[config.mk]
export PLATFORM = sky130hd
export DESIGN_NAME = lfu_page_replacement
export DESIGN_NICKNAME = d
export VERILOG_FILES = /design/src/hw/rtl/lfu_pkg.sv /design/src/hw/rtl/lfu_page_replacement.sv /design/src/hw/rtl/lfu_cfg.sv /design/src/hw/rtl/lfu_ctrl.sv /design/src/hw/rtl/lfu_dp.sv
export SDC_FILE = /design/constraint.sdc
export NUM_CORES = 1
export LEC_CHECK = 0
export BUFFER_PORTS_ARGS = -buffer_cell sky130_fd_sc_hd__buf_2
export CAP_MARGIN = 20
export CORE_UTILIZATION = 61
export DETAILED_ROUTE_END_ITERATION = 6
export PLACE_DENSITY_LB_ADDON = 0.2
export SYNTH_ARGS = -nofsm -noshare
export SYNTH_HDL_FRONTEND = slang
export SYNTH_SLANG_ARGS = --single-unit
[constraint.sdc]
create_clock -name clk -period 6.7 [get_ports clk]
set_input_delay 0.335 -clock clk [delete_from_list [all_inputs] [get_ports clk]]
set_output_delay 0.335 -clock clk [all_outputs]
set_load 0.01 [all_outputs]
[src/hw/rtl/lfu_pkg.sv]
// ----------------------------------------------------------------------------
// lfu_pkg
// Shared sizes, register map and controller/datapath interface types for the
// lfu page replacement unit.
// ----------------------------------------------------------------------------
`default_nettype none

package lfu_pkg;

    localparam int FRAMES     = 8;
    localparam int PAGE_BITS  = 16;
    localparam int COUNT_BITS = 16;
    localparam int FAULT_BITS = 32;
    localparam int LIMIT_BITS = 4;
    localparam int FIDX_W     = (FRAMES > 1) ? $clog2(FRAMES) : 1;
    localparam int FCNT_W     = $clog2(FRAMES + 1);

    localparam int ADDR_W     = 3;
    localparam int DATA_W     = 32;

    localparam logic [LIMIT_BITS-1:0] LIMIT_RESET = LIMIT_BITS'(3);

    localparam logic REG_FRAME_LIMIT = 1'b0;

    typedef struct packed {
        logic load;
        logic scan;
        logic update;
    } cmd_t;

    typedef struct packed {
        logic match;
        logic last;
        logic empty;
    } status_t;

endpackage

`default_nettype wire

[src/hw/rtl/lfu_page_replacement.sv]
// sequence: an accepted reference scans k frames, where k is the match position plus
//   one on a hit, the resident count on a miss and zero when no page is resident;
//   the update then runs and the result beat is registered
// flow: no new reference is taken while busy; the scan is one-frame-per-cycle, and
//   busy drops in the cycle of the result beat
// reset: frame table empty, fault total zero, frame_limit 3; no clearing pass
// ----------------------------------------------------------------------------
// lfu_page_replacement
// Least-frequently-used page replacement unit with apb configuration.
// ----------------------------------------------------------------------------
`default_nettype none

module lfu_page_replacement (
    input  wire logic                             clk,
    input  wire logic                             rst_n,
    input  wire logic                             psel,
    input  wire logic                             penable,
    input  wire logic                             pwrite,
    input  wire logic [lfu_pkg::ADDR_W-1:0]       paddr,
    input  wire logic [lfu_pkg::DATA_W-1:0]       pwdata,
    output logic      [lfu_pkg::DATA_W-1:0]       prdata,
    output logic                                  pready,
    input  wire logic                             start,
    output logic                                  busy,
    input  wire logic [lfu_pkg::PAGE_BITS-1:0]    page,
    output logic                                  done,
    output logic                                  hit,
    output logic                                  evicted,
    output logic      [lfu_pkg::PAGE_BITS-1:0]    evicted_page,
    output logic      [lfu_pkg::COUNT_BITS-1:0]   evicted_count,
    output logic      [lfu_pkg::FAULT_BITS-1:0]   fault_total
);
    import lfu_pkg::*;

    logic [LIMIT_BITS-1:0] frame_limit;
    cmd_t                  cmd;
    status_t               status;

    lfu_cfg u_cfg (
        .clk         (clk),
        .rst_n       (rst_n),
        .psel        (psel),
        .penable     (penable),
        .pwrite      (pwrite),
        .paddr       (paddr),
        .pwdata      (pwdata),
        .prdata      (prdata),
        .pready      (pready),
        .frame_limit (frame_limit)
    );

    lfu_ctrl u_ctrl (
        .clk    (clk),
        .rst_n  (rst_n),
        .start  (start),
        .status (status),
        .cmd    (cmd),
        .busy   (busy),
        .done   (done)
    );

    lfu_dp u_dp (
        .clk           (clk),
        .rst_n         (rst_n),
        .cmd           (cmd),
        .page          (page),
        .frame_limit   (frame_limit),
        .status        (status),
        .hit           (hit),
        .evicted       (evicted),
        .evicted_page  (evicted_page),
        .evicted_count (evicted_count),
        .fault_total   (fault_total)
    );

endmodule

`default_nettype wire

[src/hw/rtl/lfu_cfg.sv]
// ----------------------------------------------------------------------------
// lfu_cfg
// Configuration register block: holds frame_limit behind the apb port.
// ----------------------------------------------------------------------------
`default_nettype none

module lfu_cfg (
    input  wire logic                             clk,
    input  wire logic                             rst_n,
    input  wire logic                             psel,
    input  wire logic                             penable,
    input  wire logic                             pwrite,
    input  wire logic [lfu_pkg::ADDR_W-1:0]       paddr,
    input  wire logic [lfu_pkg::DATA_W-1:0]       pwdata,
    output logic      [lfu_pkg::DATA_W-1:0]       prdata,
    output logic                                  pready,
    output logic      [lfu_pkg::LIMIT_BITS-1:0]   frame_limit
);
    import lfu_pkg::*;

    logic [LIMIT_BITS-1:0] limit_reg;
    logic                  wr_en;
    logic                  sel_limit;

    assign sel_limit = (paddr[ADDR_W-1] == REG_FRAME_LIMIT);
    assign wr_en     = psel && penable && pwrite && sel_limit;
    assign pready    = 1'b1;

    always_ff @(posedge clk or negedge rst_n)
    begin
        if (!rst_n)
        begin
            limit_reg <= LIMIT_RESET;
        end
        else if (wr_en)
        begin
            limit_reg <= pwdata[LIMIT_BITS-1:0];
        end
    end

    assign prdata      = sel_limit ? DATA_W'(limit_reg) : '0;
    assign frame_limit = limit_reg;

endmodule

`default_nettype wire

[src/hw/rtl/lfu_ctrl.sv]
// ----------------------------------------------------------------------------
// lfu_ctrl
// Controller: sequences load, frame scan (skipped when no page is resident) and
// update for one reference and raises the result strobe.
// ----------------------------------------------------------------------------
`default_nettype none

module lfu_ctrl (
    input  wire logic             clk,
    input  wire logic             rst_n,
    input  wire logic             start,
    input  wire lfu_pkg::status_t status,
    output lfu_pkg::cmd_t         cmd,
    output logic                  busy,
    output logic                  done
);
    import lfu_pkg::*;

    typedef enum logic [1:0] {
        ST_IDLE,
        ST_SCAN,
        ST_UPDATE
    } state_t;

    state_t state_reg;
    logic   done_reg;

    always_ff @(posedge clk or negedge rst_n)
    begin
        if (!rst_n)
        begin
            state_reg <= ST_IDLE;
            done_reg  <= 1'b0;
        end
        else
        begin
            done_reg <= 1'b0;
            case (state_reg)
                ST_IDLE:
                begin
                    if (start)
                    begin
                        state_reg <= status.empty ? ST_UPDATE : ST_SCAN;
                    end
                end
                ST_SCAN:
                begin
                    if (status.match || status.last)
                    begin
                        state_reg <= ST_UPDATE;
                    end
                end
                ST_UPDATE:
                begin
                    done_reg  <= 1'b1;
                    state_reg <= ST_IDLE;
                end
                default:
                begin
                    state_reg <= ST_IDLE;
                end
            endcase
        end
    end

    assign cmd.load   = (state_reg == ST_IDLE) && start;
    assign cmd.scan   = (state_reg == ST_SCAN);
    assign cmd.update = (state_reg == ST_UPDATE);
    assign busy       = (state_reg != ST_IDLE);
    assign done       = done_reg;

endmodule

`default_nettype wire

[src/hw/rtl/lfu_dp.sv]
// ----------------------------------------------------------------------------
// lfu_dp
// Datapath: frame table, one-frame-per-cycle match and minimum scan,
// eviction shift, append and result registers.
// ----------------------------------------------------------------------------
`default_nettype none

module lfu_dp (
    input  wire logic                             clk,
    input  wire logic                             rst_n,
    input  wire lfu_pkg::cmd_t                    cmd,
    input  wire logic [lfu_pkg::PAGE_BITS-1:0]    page,
    input  wire logic [lfu_pkg::LIMIT_BITS-1:0]   frame_limit,
    output lfu_pkg::status_t                      status,
    output logic                                  hit,
    output logic                                  evicted,
    output logic      [lfu_pkg::PAGE_BITS-1:0]    evicted_page,
    output logic      [lfu_pkg::COUNT_BITS-1:0]   evicted_count,
    output logic      [lfu_pkg::FAULT_BITS-1:0]   fault_total
);
    import lfu_pkg::*;

    logic [PAGE_BITS-1:0]  pages_reg  [FRAMES];
    logic [COUNT_BITS-1:0] counts_reg [FRAMES];

    logic [FCNT_W-1:0]     used_reg;
    logic [FAULT_BITS-1:0] fault_reg;
    logic [PAGE_BITS-1:0]  page_reg;
    logic [FIDX_W-1:0]     idx_reg;
    logic                  found_reg;
    logic [FIDX_W-1:0]     where_reg;
    logic [FIDX_W-1:0]     victim_reg;
    logic [COUNT_BITS-1:0] min_reg;
    logic [PAGE_BITS-1:0]  vpage_reg;

    logic                  hit_reg;
    logic                  ev_reg;
    logic [PAGE_BITS-1:0]  ev_page_reg;
    logic [COUNT_BITS-1:0] ev_count_reg;

    logic [FCNT_W-1:0]     eff_limit;
    logic                  do_evict;
    logic [FCNT_W-1:0]     used_next;
    logic [FAULT_BITS-1:0] fault_next;
    logic                  take_min;

    // effective limit: zero acts as one, above build acts as full
    always_comb
    begin
        if (frame_limit == '0)
        begin
            eff_limit = FCNT_W'(1);
        end
        else if (FCNT_W'(frame_limit) > FCNT_W'(FRAMES) || frame_limit > LIMIT_BITS'(FRAMES))
        begin
            eff_limit = FCNT_W'(FRAMES);
        end
        else
        begin
            eff_limit = FCNT_W'(frame_limit);
        end
    end

    assign status.match = (pages_reg[idx_reg] == page_reg);
    assign status.last  = (FCNT_W'(idx_reg) + FCNT_W'(1) == used_reg);
    assign status.empty = (used_reg == '0);

    assign take_min   = (idx_reg == '0) || (counts_reg[idx_reg] < min_reg);
    assign do_evict   = !found_reg && (used_reg >= eff_limit) && (used_reg != '0);
    assign used_next  = used_reg - FCNT_W'(do_evict);
    assign fault_next = (fault_reg != '1) ? fault_reg + FAULT_BITS'(1) : fault_reg;

    // control state
    always_ff @(posedge clk or negedge rst_n)
    begin
        if (!rst_n)
        begin
            used_reg  <= '0;
            fault_reg <= '0;
        end
        else if (cmd.update && !found_reg)
        begin
            fault_reg <= fault_next;
            if (used_next < FCNT_W'(FRAMES))
            begin
                used_reg <= used_next + FCNT_W'(1);
            end
            else
            begin
                used_reg <= used_next;
            end
        end
    end

    // scan registers
    always_ff @(posedge clk)
    begin
        if (cmd.load)
        begin
            page_reg  <= page;
            idx_reg   <= '0;
            found_reg <= 1'b0;
        end
        else if (cmd.scan)
        begin
            idx_reg <= idx_reg + FIDX_W'(1);
            if (status.match)
            begin
                found_reg <= 1'b1;
                where_reg <= idx_reg;
            end
            if (take_min)
            begin
                min_reg    <= counts_reg[idx_reg];
                victim_reg <= idx_reg;
                vpage_reg  <= pages_reg[idx_reg];
            end
        end
    end

    // frame table update: hit increment, or on a miss shift out the victim if any, then append
    always_ff @(posedge clk)
    begin
        if (cmd.update)
        begin
            if (found_reg)
            begin
                if (counts_reg[where_reg] != '1)
                begin
                    counts_reg[where_reg] <= counts_reg[where_reg] + COUNT_BITS'(1);
                end
            end
            else
            begin
                for (int i = 0; i < FRAMES; i++)
                begin
                    if (FCNT_W'(i) == used_next)
                    begin
                        pages_reg[i]  <= page_reg;
                        counts_reg[i] <= COUNT_BITS'(1);
                    end
                    else if (do_evict && FIDX_W'(i) >= victim_reg
                             && FCNT_W'(i + 1) < used_reg)
                    begin
                        pages_reg[i]  <= pages_reg[FIDX_W'((i + 1) % FRAMES)];
                        counts_reg[i] <= counts_reg[FIDX_W'((i + 1) % FRAMES)];
                    end
                end
            end
        end
    end

    // result beat
    always_ff @(posedge clk)
    begin
        if (cmd.update)
        begin
            hit_reg      <= found_reg;
            ev_reg       <= do_evict;
            ev_page_reg  <= do_evict ? vpage_reg : '0;
            ev_count_reg <= do_evict ? min_reg : '0;
        end
    end

    assign hit           = hit_reg;
    assign evicted       = ev_reg;
    assign evicted_page  = ev_page_reg;
    assign evicted_count = ev_count_reg;
    assign fault_total   = fault_reg;

endmodule

`default_nettype wire

==> results.sh, run 1 <==
export IMPL_fmax_mhz=185.9
export IMPL_dieArea_um2=34580
export IMPL_global_route_overflow_total=0
export IMPL_holdCritStartpoint="pwdata[1]"
export IMPL_critical_path_required_ns=7.08
export IMPL_syn_to_final_growth_pct=11.19
export IMPL_peakVddDrop_mv=0.2342
export IMPL_setup_slack_ns=1.319
export IMPL_drt_initial_drc_count=1609
export IMPL_min_period_ns=5.381
export IMPL_fin_tns_setup_ns=0
export IMPL_drive_gt1_share_pct=28.58
export IMPL_syn_avg_cell_area_um2=13.49
export IMPL_yosysUniqueCellTypes=73
export IMPL_period_share_pct=80.31
export IMPL_fin_area_um2=22950
export IMPL_slew_violations=0
export IMPL_hold_depth=2
export IMPL_grt_pass1_vias=12950
export IMPL_core_area_um2=33450
export IMPL_start_util_pct=61.72
export IMPL_grt_pass1_wl_mm=77.45
export IMPL_cts_tree="done"
export IMPL_clk_latency_ns=0.55
export IMPL_grt_max_degree=44
export IMPL_status="complete, no violations"
export IMPL_startpoint="u_cfg.frame_limit[1]"
export IMPL_worst_r2r_path_depth=18
export IMPL_syn_cell_area_um2=20640
export IMPL_chipWidth_um=186.0
export IMPL_place_ws_ns=1.501
export IMPL_hold_path_end="u_cfg.frame_limit[1]"
export IMPL_rsz0062_at_grt="false"
export IMPL_final_common_cell="edfxtp_1"
export IMPL_critPathCaptureType="flip-flop"
export IMPL_startpoint_type="flip-flop"
export IMPL_final_nets=1715
export IMPL_io_buffer_count=98
export IMPL_pin_count=158
export IMPL_antenna_left=0
export IMPL_ys_ff_latch=397
export IMPL_yosysWarnings=0
export IMPL_path_class="flip-flop to flip-flop"
export IMPL_skew_ns=0.01156
export IMPL_postPlaceCellArea_um2=21450
export IMPL_totalWireLength_mm=51.60
export IMPL_crit_arrival_ns=5.76
export IMPL_ys_seq_area_share_pct=56.23
export IMPL_finalSetupViolCount=0
export IMPL_clkTransAtPathRegs_ns=0.06
export IMPL_cts_sinks=397
export IMPL_rrSetupSlack_ns=1.32
export IMPL_rows=67
export IMPL_leakage_nw=8.346
export IMPL_place_hpwl_mm=31.51
export IMPL_power_density_nw_per_um2=427.3
export IMPL_path_max_fanout=34
export IMPL_nFillCells=2364
export IMPL_drv_cap=0
export IMPL_die_y_um=186.0
export IMPL_wl_per_cell_um=24.44
export IMPL_total_power_w=0.009810
export IMPL_cts_path_max_buffers=3
export IMPL_drc=0
export IMPL_relSlewSlack_pct=28.00
export IMPL_worstHoldPathType="input pin to flip-flop"
export IMPL_reg2reg_to="u_dp.counts_reg[4][11]"
export IMPL_antenna_found_initial=0
export IMPL_hold_viol=0
export IMPL_tightestPinTransition_ns=1.080
export IMPL_place_gp_congestion=0.8678
export IMPL_timing_rr_start="u_cfg.frame_limit[1]"
export IMPL_cts_resized=0
export IMPL_root_buffer="clkbuf_16"
export IMPL_synth_top_flop_cell="edfxtp_1"
export IMPL_netlist_instances=1530
export IMPL_async_flop_share_pct=10.83
export IMPL_cts_htree_levels=2
export IMPL_viasPerCell=6.415
export IMPL_mostFrequentLayoutCells="edfxtp_1, mux2_2, nand2_1, o21ai_0, buf_2"
export IMPL_dr_pass1_iters=5
export IMPL_vias=13542
export IMPL_grt_usage_pct=30.41
export IMPL_numCtsBuffers=42
export IMPL_synth_edff_count=344
## where the power goes
| part | leakage, nW | total (W) | internal [W] | switching [W] |
|---|---|---|---|---|
| combinational | 3.89 | 0.00342 | 0.00141 | 0.00201 |
| clock | 0.656 | 0.00230 | 0.00132 | 0.000979 |
| sequential | 3.80 | 0.00409 | 0.00359 | 0.000506 |
## metal layers
metal  up-vias  track usage (%)  share of wire (%)
li1       5918                -                  -
met1      6705            42.94                 41
met2       801            46.52                 45
met3       118            7.435                 11
met4         0            9.508                2.8
met5         -                0                  0
## final cells by class
cell class | instances | area [um2] | share of cell area [%]
Antenna cell | 1 | 2.502 | 0.01090
Timing Repair Buffer | 153 | 947.2 | 4.126
Clock inverter | 24 | 198.9 | 0.8667
Inverter | 54 | 202.7 | 0.8830
Clock buffer | 53 | 1134 | 4.938
Sequential cell | 397 | 11620 | 50.62
Multi-Input combinational cell | 981 | 8290 | 36.12
Tap cell | 448 | 560.5 | 2.442
## synthesized netlist by cell type, types with 5 or more instances
| library cell | instances | area, um2 |
|---|---|---|
| ha_1 | 29 | 362.9 |
| nand4_1 | 8 | 50.05 |
| a21o_1 | 5 | 37.54 |
| and2_1 | 5 | 31.28 |
| buf_2 | 41 | 205.2 |
| mux2i_1 | 40 | 400.4 |
| buf_1 | 19 | 71.32 |
| a22oi_1 | 6 | 45.04 |
| nor2_1 | 33 | 123.9 |
| dfrtp_1 | 41 | 1026 |
| mux2_2 | 179 | 2016 |
| mux4_1 | 8 | 210.2 |
| inv_1 | 53 | 198.9 |
| xor2_1 | 22 | 192.7 |
| o21ai_1 | 11 | 55.05 |
| clkbuf_1 | 20 | 75.07 |
| a21oi_1 | 25 | 125.1 |
| xnor2_1 | 44 | 385.4 |
| edfxtp_1 | 344 | 10330 |
| and3_1 | 46 | 287.8 |
| dfxtp_1 | 10 | 200.2 |
| nand3_1 | 23 | 115.1 |
| mux4_2 | 60 | 1351 |
| o21ai_0 | 115 | 575.6 |
| buf_4 | 40 | 300.3 |
| o22ai_1 | 18 | 112.6 |
| nand2b_1 | 9 | 56.30 |
| a22o_1 | 24 | 210.2 |
| nor2b_1 | 14 | 87.58 |
| nand2_1 | 157 | 589.3 |
## what timing repair did
item,CTS,global route
endpoints found under the hold margin,56,0
hold buffers,16,0
setup buffers,0,0
## worst max-delay path by stage
stage / end / slack, ns / depth (start not counted)
finish: u_dp.counts_reg[4][11] / 1.32 / 18
detailed placement: u_dp.counts_reg[4][13] / 1.50 / 18
global route: u_dp.counts_reg[4][5] / 1.08 / 18
global placement: u_dp.counts_reg[4][4] / 1.54 / 18
CTS: u_dp.counts_reg[4][8] / 1.44 / 18
floorplan: u_dp.min_reg[0] / 1.38 / 11
## per-stage QoR
| step | util [%] | cells | hold WS [ns] |
|---|---|---|---|
| 2_1_floorplan | - | 1557 | 0.03941 |
| 3_3_place_gp | 64.12 | 2016 | 0.4700 |
| 3_5_place_dp | 64.12 | 2016 | 0.4804 |
| 4_1_cts | 68.59 | 2109 | 0.007863 |
| 5_1_grt | 68.62 | 2110 | 0.01260 |
| 6_report | 68.63 | 2111 | 0.02160 |
## kinds of logic after synthesis
group / after synthesis / synth area share (%)
muxes: 287 / 19.27
DFF: 397 / 56.23
AOI/OAI and AO/OA: 239 / 7.285
other: 2 / 0.03638
buffers and inverters: 179 / 4.467
xor gates and xnor gates: 67 / 2.879
and+or+nand+nor: 330 / 8.073
adders and majority gates: 29 / 1.758
## worst max-delay path, cell delays in order, from the launching register on
cell and delay (ns):
dfstp_2 0.54, nor2_1 0.04, nor2_1 0.08, nor2_1 0.05
ha_1 0.27, nand2b_1 0.15, a21oi_1 0.20, o21ai_2 0.09
and2_1 0.16, ha_1 0.20, nor3b_2 0.16, xnor2_1 0.51
nor2b_1 0.67, a211oi_4 0.13, buf_4 0.34, a21oi_1 0.54
inv_1 0.46, buf_4 0.36, o21ai_0 0.21
No activity file was read; power rests on OpenSTA's default activity.
==> run 2: changes to the inputs <==
Settings changed: CORE_UTILIZATION 61 to 55.
Clock period 6.7 ns to 4.9 ns, I/O delays scaled along.
==> run 2 against run 1 <==
  * Clock-buffer cell count rose by 5
  * First-iteration DRC count fell by 4.9%
  * Worst setup slack got worse by 0.91 ns
  * Final area rose by 1.3%
  * Core utilization fell by 5.4 points
  * Power rose by 38%
  * Cell count rose by 2.0%
  * Sequential power rose by 36%
  * Global-route usage fell by 2.7 points
  * Non-clock buffer count rose by 24
  * Largest power group unchanged
==> results.sh, run 2 (synthesis gave the netlist of run 1 again) <==
export IMPL_cts_path_max_buffers=3
export IMPL_switching_share_pct=35.14
export IMPL_final_common_cell="edfxtp_1"
export IMPL_critical_path_required_ns=5.30
export IMPL_finalSetupViolCount=0
export IMPL_peakVddDrop_mv=0.2740
export IMPL_min_period_ns=4.489
export IMPL_leakage_nw=8.486
export IMPL_p_comb_share_pct=35.6
export IMPL_tightestPinTransition_ns=0.9380
export IMPL_skew_ns=0.01587
export IMPL_hold_path_end="u_ctrl.state_reg[1]"
export IMPL_grt_usage_pct=27.69
export IMPL_nFillCells=2764
export IMPL_seq_power_share_pct=41.0
export IMPL_holdCritStartpoint="start"
export IMPL_pin_count=158
export IMPL_clk_latency_ns=0.56
export IMPL_worst_r2r_path_depth=18
export IMPL_drt_initial_drc_count=1530
export IMPL_critPathCaptureType="flip-flop"
export IMPL_grt_max_degree=44
export IMPL_clkTransAtPathRegs_ns=0.06
export IMPL_global_route_overflow_total=0
export IMPL_antennaDiodeCount=0
export IMPL_p_int_w=0.008796
export IMPL_totalWireLength_mm=52.58
export IMPL_startpoint_type="flip-flop"
export IMPL_hold_depth=3
export IMPL_p_clk_share_pct=23.5
export IMPL_hold_viol=0
export IMPL_crit_family="compound AO/OA/AOI/OAI gates"
export IMPL_antenna_found_initial=0
export IMPL_grtUsageMet1_pct=40.09
export IMPL_reg2reg_to="u_dp.counts_reg[4][12]"
export IMPL_crit_top_cell="nor2_1"
export IMPL_cts_tree="done"
export IMPL_cp_slowest_cell="a21oi_1"
export IMPL_cts_htree_levels=2
export IMPL_busiest_layer="met2"
export IMPL_period_share_pct=91.60
export IMPL_grt_pass1_vias=13067
export IMPL_core_area_um2=36790
export IMPL_drv_cap=0
export IMPL_mostFrequentLayoutCells="edfxtp_1, mux2_2, nand2_1, o21ai_0, buf_2"
export IMPL_dr_pass1_iters=6
export IMPL_drive_gt1_share_pct=28.94
export IMPL_fin_tns_setup_ns=0
export IMPL_drc=0
export IMPL_place_gp_congestion=0.9032
export IMPL_cts_sinks=397
export IMPL_crit_arrival_ns=4.88
export IMPL_path_max_fanout=22
export IMPL_met3_usage_pct=4.624
export IMPL_rsz0062_at_grt="false"
export IMPL_power_density_nw_per_um2=583.3
export IMPL_status="complete, no violations"
export IMPL_place_hpwl_mm=32.73
export IMPL_fmax_mhz=222.8
export IMPL_numCtsBuffers=42
export IMPL_cpPeakStageDelay_ns=0.58
export IMPL_final_cells=2154
export IMPL_worstHoldPathType="input pin to flip-flop"
export IMPL_relSlewSlack_pct=37.46
export IMPL_path_buf_inv=3
export IMPL_timing_rr_start="u_cfg.frame_limit[1]"
export IMPL_rrSetupSlack_ns=0.41
export IMPL_switchingPower_w=0.004766
export IMPL_slew_violations=0
export IMPL_rows=70
export IMPL_hold_ws_ns=0.03669
export IMPL_viasPerCell=6.344
export IMPL_start_util_pct=56.12
export IMPL_cts_resized=0
export IMPL_grt_use_met2_pct=43.80
export IMPL_final_nets=1739
export IMPL_die_y_um=195.7
export IMPL_syn_to_final_growth_pct=12.63
export IMPL_root_buffer="clkbuf_16"
export IMPL_crit_chain="nor2_1 -> nor2_1 -> nor2_1 -> ha_1 -> nand2b_1 -> a21oi_1 -> o21ai_2 -> and2_1 -> ha_1 -> nor3b_2 -> xnor2_1 -> nor2b_1 -> buf_4 -> a211oi_4 -> a21oi_1 -> inv_1 -> buf_12 -> o21ai_0"
export IMPL_place_inst=2056
export IMPL_path_class="flip-flop to flip-flop"
export IMPL_dieArea_um2=38310
export IMPL_grt_pass1_wl_mm=79.78
export IMPL_antenna_left=0
export IMPL_chipWidth_um=195.7
export IMPL_io_buffer_count=98
export IMPL_wl_per_cell_um=24.41
export IMPL_vias=13665
[run 2: cell types whose count changed in the layout (fill, tap and decap cells not counted), sizes merged]
cell         previous run  this run
buf                   137       156
clkbuf                 53        58
dlygate4sd3            16        21
clkinv                 18        16
clkinvlp                2         0
inv                    55        53
bufinv                  3         4
diode                   1         0
[run 2: area by class of cell]
cell class,instances,area (um2),area share (%)
flip-flops and latches,397,11620,49.97
multi-input cells,981,8283,35.62
repair buffers,177,1199,5.155
clock buffers,58,1152,4.956
well taps,468,585.6,2.518
clock inverters,19,210.2,0.9041
inverters,54,202.7,0.8718
[run 2: routing by layer]
metal / up-vias / part of all wire [%]
met5: - / 0
met4: 0 / 1.9
met3: 81 / 9.4
met2: 706 / 47
met1: 6893 / 42
li1: 5985 / -
[run 2: tightest hold or removal path, stage by stage]
cell and delay, ns:
buf_2 0.10, a31oi_1 0.08, a21oi_1 0.11
[run 2: worst max-delay path by stage]
stage	startpoint	end	slack, ns	cells past startpoint
2_1_floorplan	flip-flop	u_dp.min_reg[0]	0.29	11
6_report	u_cfg.frame_limit[1]	u_dp.counts_reg[4][12]	0.41	18
3_3_place_gp	u_cfg.frame_limit[1]	u_dp.counts_reg[4][15]	0.57	18
3_5_place_dp	u_cfg.frame_limit[1]	u_dp.counts_reg[4][12]	0.54	18
4_1_cts	u_cfg.frame_limit[1]	u_dp.counts_reg[4][12]	0.43	18
5_1_grt	u_cfg.frame_limit[1]	u_dp.counts_reg[4][13]	0.07	18
[run 2: repair_timing]
| item | 4_1_cts | 5_1_grt |
|---|---|---|
| hold endpoints to repair | 61 | 0 |
| buffers inserted | 0 | 0 |
| hold buffers | 21 | 0 |
[run 2: power groups by stage]
stage | Combinational [W] | Clock (W) | Sequential, W
2_1_floorplan | 0.00338 | 0 | 0.00526
3_3_place_gp | 0.00467 | 0 | 0.00558
3_5_place_dp | 0.00475 | 0 | 0.00561
4_1_cts | 0.00480 | 0.00321 | 0.00554
5_1_grt | 0.00519 | 0.00335 | 0.00564
6_report | 0.00483 | 0.00318 | 0.00555
[run 2: metrics by stage]
step                power [W]  util, %  worst slack (ns)  cell area, um2
floorplan            0.008643        -            0.2867           20750
global placement      0.01026    58.93            0.5669           21680
detailed placement    0.01035    58.93            0.5394           21680
CTS                   0.01356    63.21            0.4303           23250
global route          0.01417    63.21           0.07212           23250
finish                0.01356    63.21            0.4115           23250
